--- src/hdl/tgm_pkg.sv ---
// Package for the tile grid mesh emitter: shared types, codes and face tables.
// Used by tgm_front, tgm_fifo, tgm_back and tile_grid_mesh_emitter.
`timescale 1ns / 1ps

package tgm_pkg;

	localparam int GRID_WIDTH  = 16;
	localparam int GRID_LENGTH = 16;

	localparam int VERTS_PER_FACE = 6;
	localparam int DIV_CYCLES     = 4;  // 8-bit quotient, two bits per cycle
	localparam int FIFO_DEPTH     = 4;
	localparam int FIFO_AW        = $clog2(FIFO_DEPTH);

	localparam int S_TDATA_W = 56;
	localparam int S_TUSER_W = 2;
	localparam int M_TDATA_W = 48;

	// configuration register indexes
	localparam logic [1:0] REG_TILE_TEXELS   = 2'd0;
	localparam logic [1:0] REG_ATLAS_SHIFT   = 2'd1;
	localparam logic [1:0] REG_TILES_PER_ROW = 2'd2;

	localparam logic [8:0] RST_TILE_TEXELS   = 9'd16;
	localparam logic [3:0] RST_ATLAS_SHIFT   = 4'd8;
	localparam logic [8:0] RST_TILES_PER_ROW = 9'd16;

	// cell kinds
	localparam logic [1:0] KIND_EMPTY = 2'd0;
	localparam logic [1:0] KIND_SOLID = 2'd1;

	// face codes, equal to the normal code of the face
	localparam logic [2:0] FACE_FLOOR   = 3'd0;
	localparam logic [2:0] FACE_CEILING = 3'd1;
	localparam logic [2:0] FACE_SOUTH   = 3'd2;
	localparam logic [2:0] FACE_NORTH   = 3'd3;
	localparam logic [2:0] FACE_WEST    = 3'd4;
	localparam logic [2:0] FACE_EAST    = 3'd5;

	typedef struct packed {
		logic [8:0] tile_texels;
		logic [3:0] atlas_shift;
		logic [8:0] tiles_per_row;
	} cfg_t;

	typedef struct packed {
		logic [5:0][7:0] tile;  // indexed by face code
		logic [3:0]      col;
		logic [3:0]      row;
		logic [1:0]      kind;
	} cell_t;

	// one face worth of work, front to back
	typedef struct packed {
		logic        last;
		logic [15:0] v1;
		logic [15:0] v0;
		logic [15:0] u1;
		logic [15:0] u0;
		logic [3:0]  col;
		logic [3:0]  row;
		logic [2:0]  face;
	} face_t;

	// unit cube corners: bit0 x, bit1 y, bit2 z
	localparam logic [2:0] CORNER_XYZ [8] = '{
		3'b000, 3'b100, 3'b101, 3'b001, 3'b010, 3'b110, 3'b111, 3'b011
	};

	localparam logic [2:0] FACE_CORNER [6][6] = '{
		'{3'd0, 3'd1, 3'd2, 3'd3, 3'd0, 3'd2},
		'{3'd4, 3'd6, 3'd5, 3'd4, 3'd7, 3'd6},
		'{3'd0, 3'd1, 3'd5, 3'd0, 3'd5, 3'd4},
		'{3'd2, 3'd3, 3'd7, 3'd2, 3'd7, 3'd6},
		'{3'd3, 3'd0, 3'd4, 3'd3, 3'd4, 3'd7},
		'{3'd1, 3'd2, 3'd6, 3'd1, 3'd6, 3'd5}
	};

	// bit0 picks u1 over u0, bit1 picks v1 over v0
	localparam logic [1:0] FACE_UVSEL [6][6] = '{
		'{2'd0, 2'd1, 2'd3, 2'd2, 2'd0, 2'd3},
		'{2'd0, 2'd3, 2'd1, 2'd0, 2'd2, 2'd3},
		'{2'd0, 2'd1, 2'd3, 2'd0, 2'd3, 2'd2},
		'{2'd0, 2'd1, 2'd3, 2'd0, 2'd3, 2'd2},
		'{2'd0, 2'd1, 2'd3, 2'd0, 2'd3, 2'd2},
		'{2'd0, 2'd1, 2'd3, 2'd0, 2'd3, 2'd2}
	};

	// one restoring division step: {quotient bit, new remainder}
	function automatic logic [8:0] div_step(input logic [7:0] rem, input logic nb,
			input logic [8:0] d);
		logic [8:0] t;
		logic [8:0] diff;
		t    = {rem, nb};
		diff = t - d;
		if (t >= d) begin
			div_step = {1'b1, diff[7:0]};
		end else begin
			div_step = {1'b0, t[7:0]};
		end
	endfunction

	// half-texel count to saturated Q0.16
	function automatic logic [15:0] to_q16(input logic [18:0] halves, input logic [3:0] sh);
		logic [33:0] q;
		q = {15'b0, halves} << sh;
		if (q > 34'd65535) begin
			to_q16 = 16'hFFFF;
		end else begin
			to_q16 = q[15:0];
		end
	endfunction

endpackage

--- src/hdl/tgm_front.sv ---
// Front end: takes cells, drops the ones that emit nothing, and per face works out
// atlas column/row (radix-4 divider) and the four UV values. Uses tgm_pkg.
`timescale 1ns / 1ps

module tgm_front (
	input  logic                          clk,
	input  logic                          arst_n,
	input  tgm_pkg::cfg_t                 cfg,
	input  logic                          s_tvalid,
	output logic                          s_tready,
	input  logic [tgm_pkg::S_TDATA_W-1:0] s_tdata,
	input  logic [tgm_pkg::S_TUSER_W-1:0] s_tuser,
	output logic                          push,
	output tgm_pkg::face_t                wdata,
	input  logic                          full
);

	typedef enum logic [3:0] {
		F_IDLE = 4'b0001,
		F_DIV  = 4'b0010,
		F_MUL  = 4'b0100,
		F_PUSH = 4'b1000
	} fstate_t;

	fstate_t        state_q;
	logic           hold_v_q;
	tgm_pkg::cell_t hold_q;
	tgm_pkg::cell_t cell_q;
	tgm_pkg::cell_t s_cell;
	logic [2:0]     face_q;
	logic [7:0]     num_q;
	logic [7:0]     rem_q;
	logic [1:0]     cnt_q;
	logic [16:0]    prod_c_q;
	logic [16:0]    prod_r_q;

	logic       last_face;
	logic       take;
	logic       start_ok;
	logic [2:0] first_face;
	logic [2:0] next_face;
	logic [8:0] divisor;
	logic [8:0] step1;
	logic [8:0] step2;
	logic [3:0] sh;
	logic [17:0] sum_c;
	logic [17:0] sum_r;
	logic [18:0] half_u1;
	logic [18:0] half_v0;

	always_comb begin
		s_cell.kind = s_tuser;
		s_cell.row  = s_tdata[3:0];
		s_cell.col  = s_tdata[7:4];
		s_cell.tile[tgm_pkg::FACE_FLOOR]   = s_tdata[15:8];
		s_cell.tile[tgm_pkg::FACE_CEILING] = s_tdata[23:16];
		s_cell.tile[tgm_pkg::FACE_NORTH]   = s_tdata[31:24];
		s_cell.tile[tgm_pkg::FACE_SOUTH]   = s_tdata[39:32];
		s_cell.tile[tgm_pkg::FACE_WEST]    = s_tdata[47:40];
		s_cell.tile[tgm_pkg::FACE_EAST]    = s_tdata[55:48];
	end

	// the holding slot refills in the cycle it hands its cell on
	assign s_tready  = !hold_v_q || take;
	assign last_face = (face_q == tgm_pkg::FACE_CEILING) || (face_q == tgm_pkg::FACE_EAST);
	assign push      = (state_q == F_PUSH) && !full;
	assign take      = hold_v_q && ((state_q == F_IDLE) || (push && last_face));
	assign start_ok  = ((hold_q.kind == tgm_pkg::KIND_EMPTY) ||
	                    (hold_q.kind == tgm_pkg::KIND_SOLID)) &&
	                   ({5'b0, hold_q.row} < 9'(tgm_pkg::GRID_LENGTH)) &&
	                   ({5'b0, hold_q.col} < 9'(tgm_pkg::GRID_WIDTH));
	assign first_face = (hold_q.kind == tgm_pkg::KIND_EMPTY) ? tgm_pkg::FACE_FLOOR
	                                                         : tgm_pkg::FACE_SOUTH;
	assign next_face  = face_q + 3'd1;

	// zero tiles per row behaves as one
	assign divisor = (cfg.tiles_per_row == 9'd0) ? 9'd1 : cfg.tiles_per_row;
	assign step1   = tgm_pkg::div_step(rem_q, num_q[7], divisor);
	assign step2   = tgm_pkg::div_step(step1[7:0], num_q[6], divisor);

	// UVs in half-texel units, then shifted left by 15 - atlas_shift
	assign sh      = 4'd15 - cfg.atlas_shift;
	assign sum_c   = {1'b0, prod_c_q} + {9'b0, cfg.tile_texels};
	assign sum_r   = {1'b0, prod_r_q} + {9'b0, cfg.tile_texels};
	assign half_u1 = (sum_c == 18'd0) ? 19'd0 : ({sum_c, 1'b0} - 19'd1);
	assign half_v0 = (sum_r == 18'd0) ? 19'd0 : ({sum_r, 1'b0} - 19'd1);

	always_comb begin
		wdata.face = face_q;
		wdata.row  = cell_q.row;
		wdata.col  = cell_q.col;
		wdata.u0   = tgm_pkg::to_q16({1'b0, prod_c_q, 1'b1}, sh);
		wdata.u1   = tgm_pkg::to_q16(half_u1, sh);
		wdata.v0   = tgm_pkg::to_q16(half_v0, sh);
		wdata.v1   = tgm_pkg::to_q16({1'b0, prod_r_q, 1'b1}, sh);
		wdata.last = last_face;
	end

	always_ff @(posedge clk or negedge arst_n) begin
		if (!arst_n) begin
			state_q  <= F_IDLE;
			hold_v_q <= 1'b0;
		end else begin
			if (s_tvalid && s_tready) begin
				hold_v_q <= 1'b1;
			end else if (take) begin
				hold_v_q <= 1'b0;
			end
			case (state_q)
				F_IDLE: begin
					if (take && start_ok) begin
						state_q <= F_DIV;
					end
				end
				F_DIV: begin
					if (cnt_q == 2'(tgm_pkg::DIV_CYCLES - 1)) begin
						state_q <= F_MUL;
					end
				end
				F_MUL: begin
					state_q <= F_PUSH;
				end
				F_PUSH: begin
					if (push) begin
						if (!last_face || (take && start_ok)) begin
							state_q <= F_DIV;
						end else begin
							state_q <= F_IDLE;
						end
					end
				end
				default: begin
					state_q <= F_IDLE;
				end
			endcase
		end
	end

	always_ff @(posedge clk) begin
		if (s_tvalid && s_tready) begin
			hold_q <= s_cell;
		end
		if (take && start_ok) begin
			cell_q <= hold_q;
			face_q <= first_face;
			num_q  <= hold_q.tile[first_face];
			rem_q  <= 8'd0;
			cnt_q  <= 2'd0;
		end else if (push && !last_face) begin
			face_q <= next_face;
			num_q  <= cell_q.tile[next_face];
			rem_q  <= 8'd0;
			cnt_q  <= 2'd0;
		end else if (state_q == F_DIV) begin
			// quotient shifts in at the bottom, dividend out at the top
			num_q <= {num_q[5:0], step1[8], step2[8]};
			rem_q <= step2[7:0];
			cnt_q <= cnt_q + 2'd1;
		end
		if (state_q == F_MUL) begin
			prod_c_q <= {9'b0, rem_q} * {8'b0, cfg.tile_texels};
			prod_r_q <= {9'b0, num_q} * {8'b0, cfg.tile_texels};
		end
	end

endmodule

--- src/hdl/tgm_fifo.sv ---
// Short queue of face records between front and back end.
// Uses tgm_pkg for face_t and the depth.
`timescale 1ns / 1ps

module tgm_fifo (
	input  logic           clk,
	input  logic           arst_n,
	input  logic           push,
	input  tgm_pkg::face_t wdata,
	output logic           full,
	input  logic           pop,
	output tgm_pkg::face_t rdata,
	output logic           empty
);

	tgm_pkg::face_t               mem_q [tgm_pkg::FIFO_DEPTH];
	logic [tgm_pkg::FIFO_AW-1:0]  wptr_q;
	logic [tgm_pkg::FIFO_AW-1:0]  rptr_q;
	logic [tgm_pkg::FIFO_AW:0]    count_q;

	assign full  = (count_q == (tgm_pkg::FIFO_AW + 1)'(tgm_pkg::FIFO_DEPTH));
	assign empty = (count_q == '0);
	assign rdata = mem_q[rptr_q];

	always_ff @(posedge clk or negedge arst_n) begin
		if (!arst_n) begin
			wptr_q  <= '0;
			rptr_q  <= '0;
			count_q <= '0;
		end else begin
			if (push) begin
				wptr_q <= wptr_q + 1'b1;
			end
			if (pop) begin
				rptr_q <= rptr_q + 1'b1;
			end
			if (push && !pop) begin
				count_q <= count_q + 1'b1;
			end else if (pop && !push) begin
				count_q <= count_q - 1'b1;
			end
		end
	end

	always_ff @(posedge clk) begin
		if (push) begin
			mem_q[wptr_q] <= wdata;
		end
	end

`ifndef SYNTHESIS
	a_no_overflow: assert property (@(posedge clk) disable iff (!arst_n) push |-> !full)
		else $error("face queue written while full");
	a_no_underflow: assert property (@(posedge clk) disable iff (!arst_n) pop |-> !empty)
		else $error("face queue read while empty");
	a_count_range: assert property (@(posedge clk) disable iff (!arst_n)
		count_q <= (tgm_pkg::FIFO_AW + 1)'(tgm_pkg::FIFO_DEPTH))
		else $error("face queue count out of range");
`endif

endmodule

--- src/hdl/tgm_back.sv ---
// Back end: expands each face record into six vertices through the output register.
// Uses tgm_pkg for face_t and the unit-cube tables.
`timescale 1ns / 1ps

module tgm_back (
	input  logic                          clk,
	input  logic                          arst_n,
	input  tgm_pkg::face_t                rdata,
	input  logic                          empty,
	output logic                          pop,
	output logic                          m_tvalid,
	input  logic                          m_tready,
	output logic [tgm_pkg::M_TDATA_W-1:0] m_tdata,
	output logic                          m_tlast
);

	tgm_pkg::face_t cur_q;
	logic           cur_v_q;
	logic [2:0]     k_q;
	logic           m_tvalid_q;
	logic           m_tlast_q;
	logic [tgm_pkg::M_TDATA_W-1:0] m_tdata_q;

	logic       adv;
	logic       k_end;
	logic [2:0] corner;
	logic [2:0] xyz;
	logic [1:0] uvsel;
	logic [4:0] pos_x;
	logic [4:0] pos_z;
	logic [15:0] tex_u;
	logic [15:0] tex_v;

	assign adv   = !m_tvalid_q || m_tready;
	assign k_end = (k_q == 3'(tgm_pkg::VERTS_PER_FACE - 1));
	assign pop   = !empty && (!cur_v_q || (adv && k_end));

	assign corner = tgm_pkg::FACE_CORNER[cur_q.face][k_q];
	assign uvsel  = tgm_pkg::FACE_UVSEL[cur_q.face][k_q];
	assign xyz    = tgm_pkg::CORNER_XYZ[corner];
	assign pos_x  = {1'b0, cur_q.col} + {4'b0, xyz[0]};
	assign pos_z  = {1'b0, cur_q.row} + {4'b0, xyz[2]};
	assign tex_u  = uvsel[0] ? cur_q.u1 : cur_q.u0;
	assign tex_v  = uvsel[1] ? cur_q.v1 : cur_q.v0;

	assign m_tvalid = m_tvalid_q;
	assign m_tdata  = m_tdata_q;
	assign m_tlast  = m_tlast_q;

	always_ff @(posedge clk or negedge arst_n) begin
		if (!arst_n) begin
			cur_v_q    <= 1'b0;
			k_q        <= 3'd0;
			m_tvalid_q <= 1'b0;
		end else begin
			if (adv) begin
				m_tvalid_q <= cur_v_q;
			end
			if (pop) begin
				cur_v_q <= 1'b1;
				k_q     <= 3'd0;
			end else if (adv && cur_v_q) begin
				if (k_end) begin
					cur_v_q <= 1'b0;
				end else begin
					k_q <= k_q + 3'd1;
				end
			end
		end
	end

	always_ff @(posedge clk) begin
		if (pop) begin
			cur_q <= rdata;
		end
		if (adv && cur_v_q) begin
			m_tdata_q <= {2'b0, cur_q.face, tex_v, tex_u, pos_z, xyz[1], pos_x};
			m_tlast_q <= cur_q.last && k_end;
		end
	end

`ifndef SYNTHESIS
	a_k_range: assert property (@(posedge clk) disable iff (!arst_n)
		cur_v_q |-> (k_q <= 3'(tgm_pkg::VERTS_PER_FACE - 1)))
		else $error("vertex counter out of range");
`endif

endmodule

--- src/hdl/tile_grid_mesh_emitter.sv ---
// Top level of the tile grid mesh emitter: configuration registers, front end,
// face queue and back end. Uses tgm_pkg, tgm_front, tgm_fifo, tgm_back.
//
//  channel  dir  handshake            payload
//  s_*      in   s_tvalid/s_tready    tuser: cell_kind; tdata: cell fields
//  m_*      out  m_tvalid/m_tready    tdata: vertex fields; tlast: last_vertex
//  cfg_*    in   cfg_we               cfg_addr register index, cfg_wdata value
//
// One vertex per cycle while m_tready is high: 12 vertices for an empty cell, 24 for a solid one.
// Per face the front runs the radix-4 divider, one multiply and one queue write,
// matched to the six vertices the back emits per face.
// Cells of other kinds are dropped without output.
// Reset clears the control state and loads the register defaults.
// A stalled m_tready backs up through the face queue to s_tready.
`timescale 1ns / 1ps

module tile_grid_mesh_emitter (
	input  logic        clk,
	input  logic        arst_n,
	input  logic        cfg_we,
	input  logic [1:0]  cfg_addr,
	input  logic [8:0]  cfg_wdata,
	input  logic        s_tvalid,
	output logic        s_tready,
	// cell_row, cell_col, tile_floor, tile_ceiling, tile_north, tile_south,
	// tile_west, tile_east
	input  logic [55:0] s_tdata,
	// cell_kind
	input  logic [1:0]  s_tuser,
	output logic        m_tvalid,
	input  logic        m_tready,
	// pos_x, pos_y, pos_z, tex_u, tex_v, normal_dir, two zero bits
	output logic [47:0] m_tdata,
	output logic        m_tlast
);

	tgm_pkg::cfg_t  cfg_q;
	tgm_pkg::face_t wdata;
	tgm_pkg::face_t rdata;
	logic           push;
	logic           pop;
	logic           full;
	logic           empty;

	always_ff @(posedge clk or negedge arst_n) begin
		if (!arst_n) begin
			cfg_q.tile_texels   <= tgm_pkg::RST_TILE_TEXELS;
			cfg_q.atlas_shift   <= tgm_pkg::RST_ATLAS_SHIFT;
			cfg_q.tiles_per_row <= tgm_pkg::RST_TILES_PER_ROW;
		end else if (cfg_we) begin
			case (cfg_addr)
				tgm_pkg::REG_TILE_TEXELS: begin
					cfg_q.tile_texels <= cfg_wdata;
				end
				tgm_pkg::REG_ATLAS_SHIFT: begin
					cfg_q.atlas_shift <= cfg_wdata[3:0];
				end
				tgm_pkg::REG_TILES_PER_ROW: begin
					cfg_q.tiles_per_row <= cfg_wdata;
				end
				default: begin
				end
			endcase
		end
	end

	tgm_front u_front (
		.clk      (clk),
		.arst_n   (arst_n),
		.cfg      (cfg_q),
		.s_tvalid (s_tvalid),
		.s_tready (s_tready),
		.s_tdata  (s_tdata),
		.s_tuser  (s_tuser),
		.push     (push),
		.wdata    (wdata),
		.full     (full)
	);

	tgm_fifo u_fifo (
		.clk    (clk),
		.arst_n (arst_n),
		.push   (push),
		.wdata  (wdata),
		.full   (full),
		.pop    (pop),
		.rdata  (rdata),
		.empty  (empty)
	);

	tgm_back u_back (
		.clk      (clk),
		.arst_n   (arst_n),
		.rdata    (rdata),
		.empty    (empty),
		.pop      (pop),
		.m_tvalid (m_tvalid),
		.m_tready (m_tready),
		.m_tdata  (m_tdata),
		.m_tlast  (m_tlast)
	);

endmodule
--- config.mk ---
export PLATFORM = sky130hd
export DESIGN_NAME = tile_grid_mesh_emitter
export DESIGN_NICKNAME = d
export VERILOG_FILES = /design/src/hdl/tgm_pkg.sv /design/src/hdl/tgm_front.sv /design/src/hdl/tgm_fifo.sv /design/src/hdl/tgm_back.sv /design/src/hdl/tile_grid_mesh_emitter.sv
export SDC_FILE = /design/constraint.sdc
export NUM_CORES = 1
export LEC_CHECK = 0
export BUFFER_PORTS_ARGS = -buffer_cell sky130_fd_sc_hd__buf_2
export CAP_MARGIN = 25
export CORE_ASPECT_RATIO = 0.5
export CORE_MARGIN = 10
export CORE_UTILIZATION = 60
export CTS_CLUSTER_SIZE = 25
export DETAILED_ROUTE_END_ITERATION = 7
export GPL_TIMING_DRIVEN = 1
export PLACE_DENSITY = 0.76
export SYNTH_ARGS = -nofsm -noshare
export SYNTH_HDL_FRONTEND = slang
export SYNTH_SLANG_ARGS = --single-unit
--- constraint.sdc ---
create_clock -name clk -period 7.5 [get_ports clk]
set_input_delay 0.75 -clock clk [delete_from_list [all_inputs] [get_ports clk]]
set_output_delay 0.75 -clock clk [all_outputs]
set_load 0.1 [all_outputs]
==> results.toml <==
[run_status]
status = "complete, no violations"

[detailed_routing]
wl_um = 74800
post-route-drc-count = 0
drtIter0Drc = 1868
ant_nets = 0
firstDrtPassIters = 6
routedWlPerCell_um = 21.4
viasPerCell = 6.09
num_vias = 21300

[timing]
finalCritPeriodShare_pct = 82.0
fin_tns_setup_ns = 0
hold_viol_final = 0
report.final.slew_viol_count = 0
tightest_slew_ns = 1.06
timing.fmax_ghz = 0.163
rsz0062_at_grt = "no"
period_minus_slack_ns = 6.15
setup_ws_ns = 1.35
setup_viol = 0
max_slew_margin_pct = 29.6
fin_skew_ns = 0.0198

[synthesis]
ys.flop_type = "edfxtp_1"
synth_top_cell_by_area = "edfxtp_1"
synth_edf_count = 586
synth_seq_cells = 635
synth.area.top_cells = "edfxtp_1 52%, mux4_2 5.6%, fa_1 5.2%, ha_1 4.9%, dfrtp_1 2.6%"
syn_area_mm2 = 0.0340
yosysSeqAreaShare_pct = 55.2
yosysWarnings = 0
yosysTopAreaCellShare_pct = 51.8
avgSynthCellArea_um2 = 13.0
syn_inst = 2621
netlist-cell-type-count = 97
ys_async_sr_fraction_pct = 6.14

[pwr]
p_per_area_mw_per_mm2 = 454
p_leak_nw = 13.8
peakVddDrop_mv = 0.635

[global_route]
antenna_found_initial = 0
grt_overflow = 0
track_usage_pct = 22.1
first_global_vias = 21200
grt_first_pass_wirelength_um = 119000
grt_max_degree = 81

[die]
design.portCount = 125
dieHeight_um = 188
fp.coreArea_mm2 = 0.0558
dieArea_mm2 = 0.0672
rows = 61
initial_core_util_pct = 60.9
die_x_um = 357

[hold_path]
hold_path.class = "primary input to flop"

[final_layout]
final_cell_mix = "586 x edfxtp_1, 220 x nand2_1, 161 x inv_1"
finalNetCount = 2984
diodes = 0
drive_above_1_share_pct = 16.5
area_growth_pct = 9.38
layout_commonest_cell = "edfxtp_1"

[placement]
dp_hpwl_um = 50700
port_buffers = 122
dp_slack_ns = 1.48
gp_congestion = 0.942

[cts]
cts_tree = "yes"
h-tree-depth = 2
numCtsBuffers = 54
clockBufferDepth = 3
cts.sinks = 635
clk_pin_slew_worst_paths_ns = 0.07
clkLatencyLatePin_ns = 0.61
cts-resized-gates = 0
root_buffer = "clkbuf_16"

[critical_path]
critical_path_peak_fanout = 19
cp-end-kind = "flop"
worst_path_max_delay_cell = "o41ai_4"
crit_type = "flop to flop"
critPathRequiredTime_ns = 7.72
crit_path_max_incr_delay_ns = 0.97
path_cells = "inv_1 > fa_1 > nand2b_1 > a211oi_2 > o211a_4 > o2111ai_4 > nor2_1 > o21ai_2 > nor4_2 > nor3_1 > o41ai_4 > o311ai_0"
crit_arrival_ns = 6.37
critPathLaunchType = "flop"

[run]
maxCapViolations = 0
[cell families (layout without fill, tap and decap cells)]
kind of cell | after synthesis | count (layout) | share of synthesized area [%]
and+or+nand+nor | 670 | 670 | 9.70
DFF | 635 | 635 | 55.2
AOI/OAI and AO/OA | 490 | 490 | 9.65
buffers and inverters | 309 | 421 | 3.51
adders and majority gates | 221 | 221 | 10.1
muxes | 211 | 211 | 9.56
xor gates and xnor gates | 84 | 84 | 2.24
other | 1 | 2 | 0.0110
[per-stage QoR]
stage               utilization, %  hold WS (ns)  instances  cell area (um2)  power, mW
floorplan                        -         0.400       2622            34000       12.0
detailed placement            63.2         0.405       3385            35300       13.9
global placement              63.2         0.400       3384            35300       13.7
finish                        66.7         0.312       3490            37200       16.9
global route                  66.7         0.281       3490            37200       18.2
CTS                           66.5         0.281       3486            37100       16.9
[worst max-delay path, delay by kind of cell, from the launching register on]
family / cells / cell delay [ns]
flops: 1 / 0.75
compound gates: 6 / 2.52
simple gates: 4 / 1.74
fa+ha+maj: 1 / 0.50
buf+inv: 1 / 0.26
[cells in the mapped netlist, types with 7 or more instances]
master	number
a211o_1	7
a211oi_1	26
a21boi_0	9
a21o_1	18
a21oi_1	128
a221o_1	9
a31oi_1	12
and2_1	96
and3_1	15
buf_1	27
buf_2	7
clkbuf_1	105
dfrtp_1	35
dfxtp_1	10
edfxtp_1	586
fa_1	89
ha_1	132
inv_1	163
mux2_2	69
mux2i_1	58
mux4_2	84
nand2_1	220
nand2b_1	16
nand3_1	54
nand4_1	13
nor2_1	136
nor2b_1	15
nor3_1	37
nor4_1	15
o2111ai_1	9
o211ai_1	37
o21a_1	15
o21ai_0	118
o22ai_1	10
or3_1	13
xnor2_1	45
xor2_1	37
[registers in the layout, indices dropped and copies added, names as in the netlist]
register and count:
u_front.prod_r_q 17, u_back.cur_v_q 1, u_front.prod_c_q 17, u_fifo.count_q 3, u_front.state_q 4, u_front.hold_q 58, u_fifo.wptr_q 2, u_back.m_tvalid 1
u_front.hold_v_q 1, u_front.cell_q 48, u_front.cnt_q 2, u_back.k_q 3, u_front.wdata 8, u_back.cur_q 76, u_back.m_tdata 46, u_fifo.rptr_q 2
u_back.m_tlast 1, u_front.face_q 3, u_front.rem_q 8, u_front.num_q 8, u_fifo.mem_q 304, cfg_q 22
[final cells by class]
type                       count  area [um2]
sequential                   635       18800
fill                        3981       18600
multi-input combinational   1678       14100
clock buffer                  66        1450
tap                          756         946
timing repair buffer         155         911
inverter                     165         619
clock inverter                35         398
[layer usage]
layer  wire length [um]  up-vias  track usage (%)  part of all wire [%]
met3               5140      108             3.73                   6.9
met5                  0        -                0                     0
met4               1560        0             4.89                   2.1
li1                   -     9877                -                     -
met1              33600    10500             31.8                    45
met2              34500      730             35.2                    46
[repair_timing]
| item | CTS | global route |
|---|---|---|
| endpoints found under the hold margin | 0 | 5 |
| setup buffers | 0 | 0 |
| hold buffers | 0 | 1 |
[power breakdown]
group	switching [mW]	total [mW]	leakage, nW	internal (mW)
clock	1.27	2.90	0.883	1.63
combinational	5.13	8.58	6.99	3.44
sequential	0.539	5.38	5.97	4.84
total	6.95	16.9	13.8	9.92
[worst paths after layout]
check	start	endpoint	slack (ns)	cells after the start
setup / recovery	cfg_q[14]	u_fifo.mem_q[2][47]	1.35	12
hold / removal	s_tdata[9]	u_front.hold_q[11]	0.31	1
setup reg to reg	cfg_q[14]	u_fifo.mem_q[2][47]	1.35	12
hold reg to reg	u_front.hold_q[34]	u_front.cell_q[34]	0.41	0
max in group asynchronous	arst_n	cfg_q[4]	6.47	3
min in group asynchronous	arst_n	u_back.m_tvalid	0.50	2
Note: power is estimated with default switching activity, not from simulation.
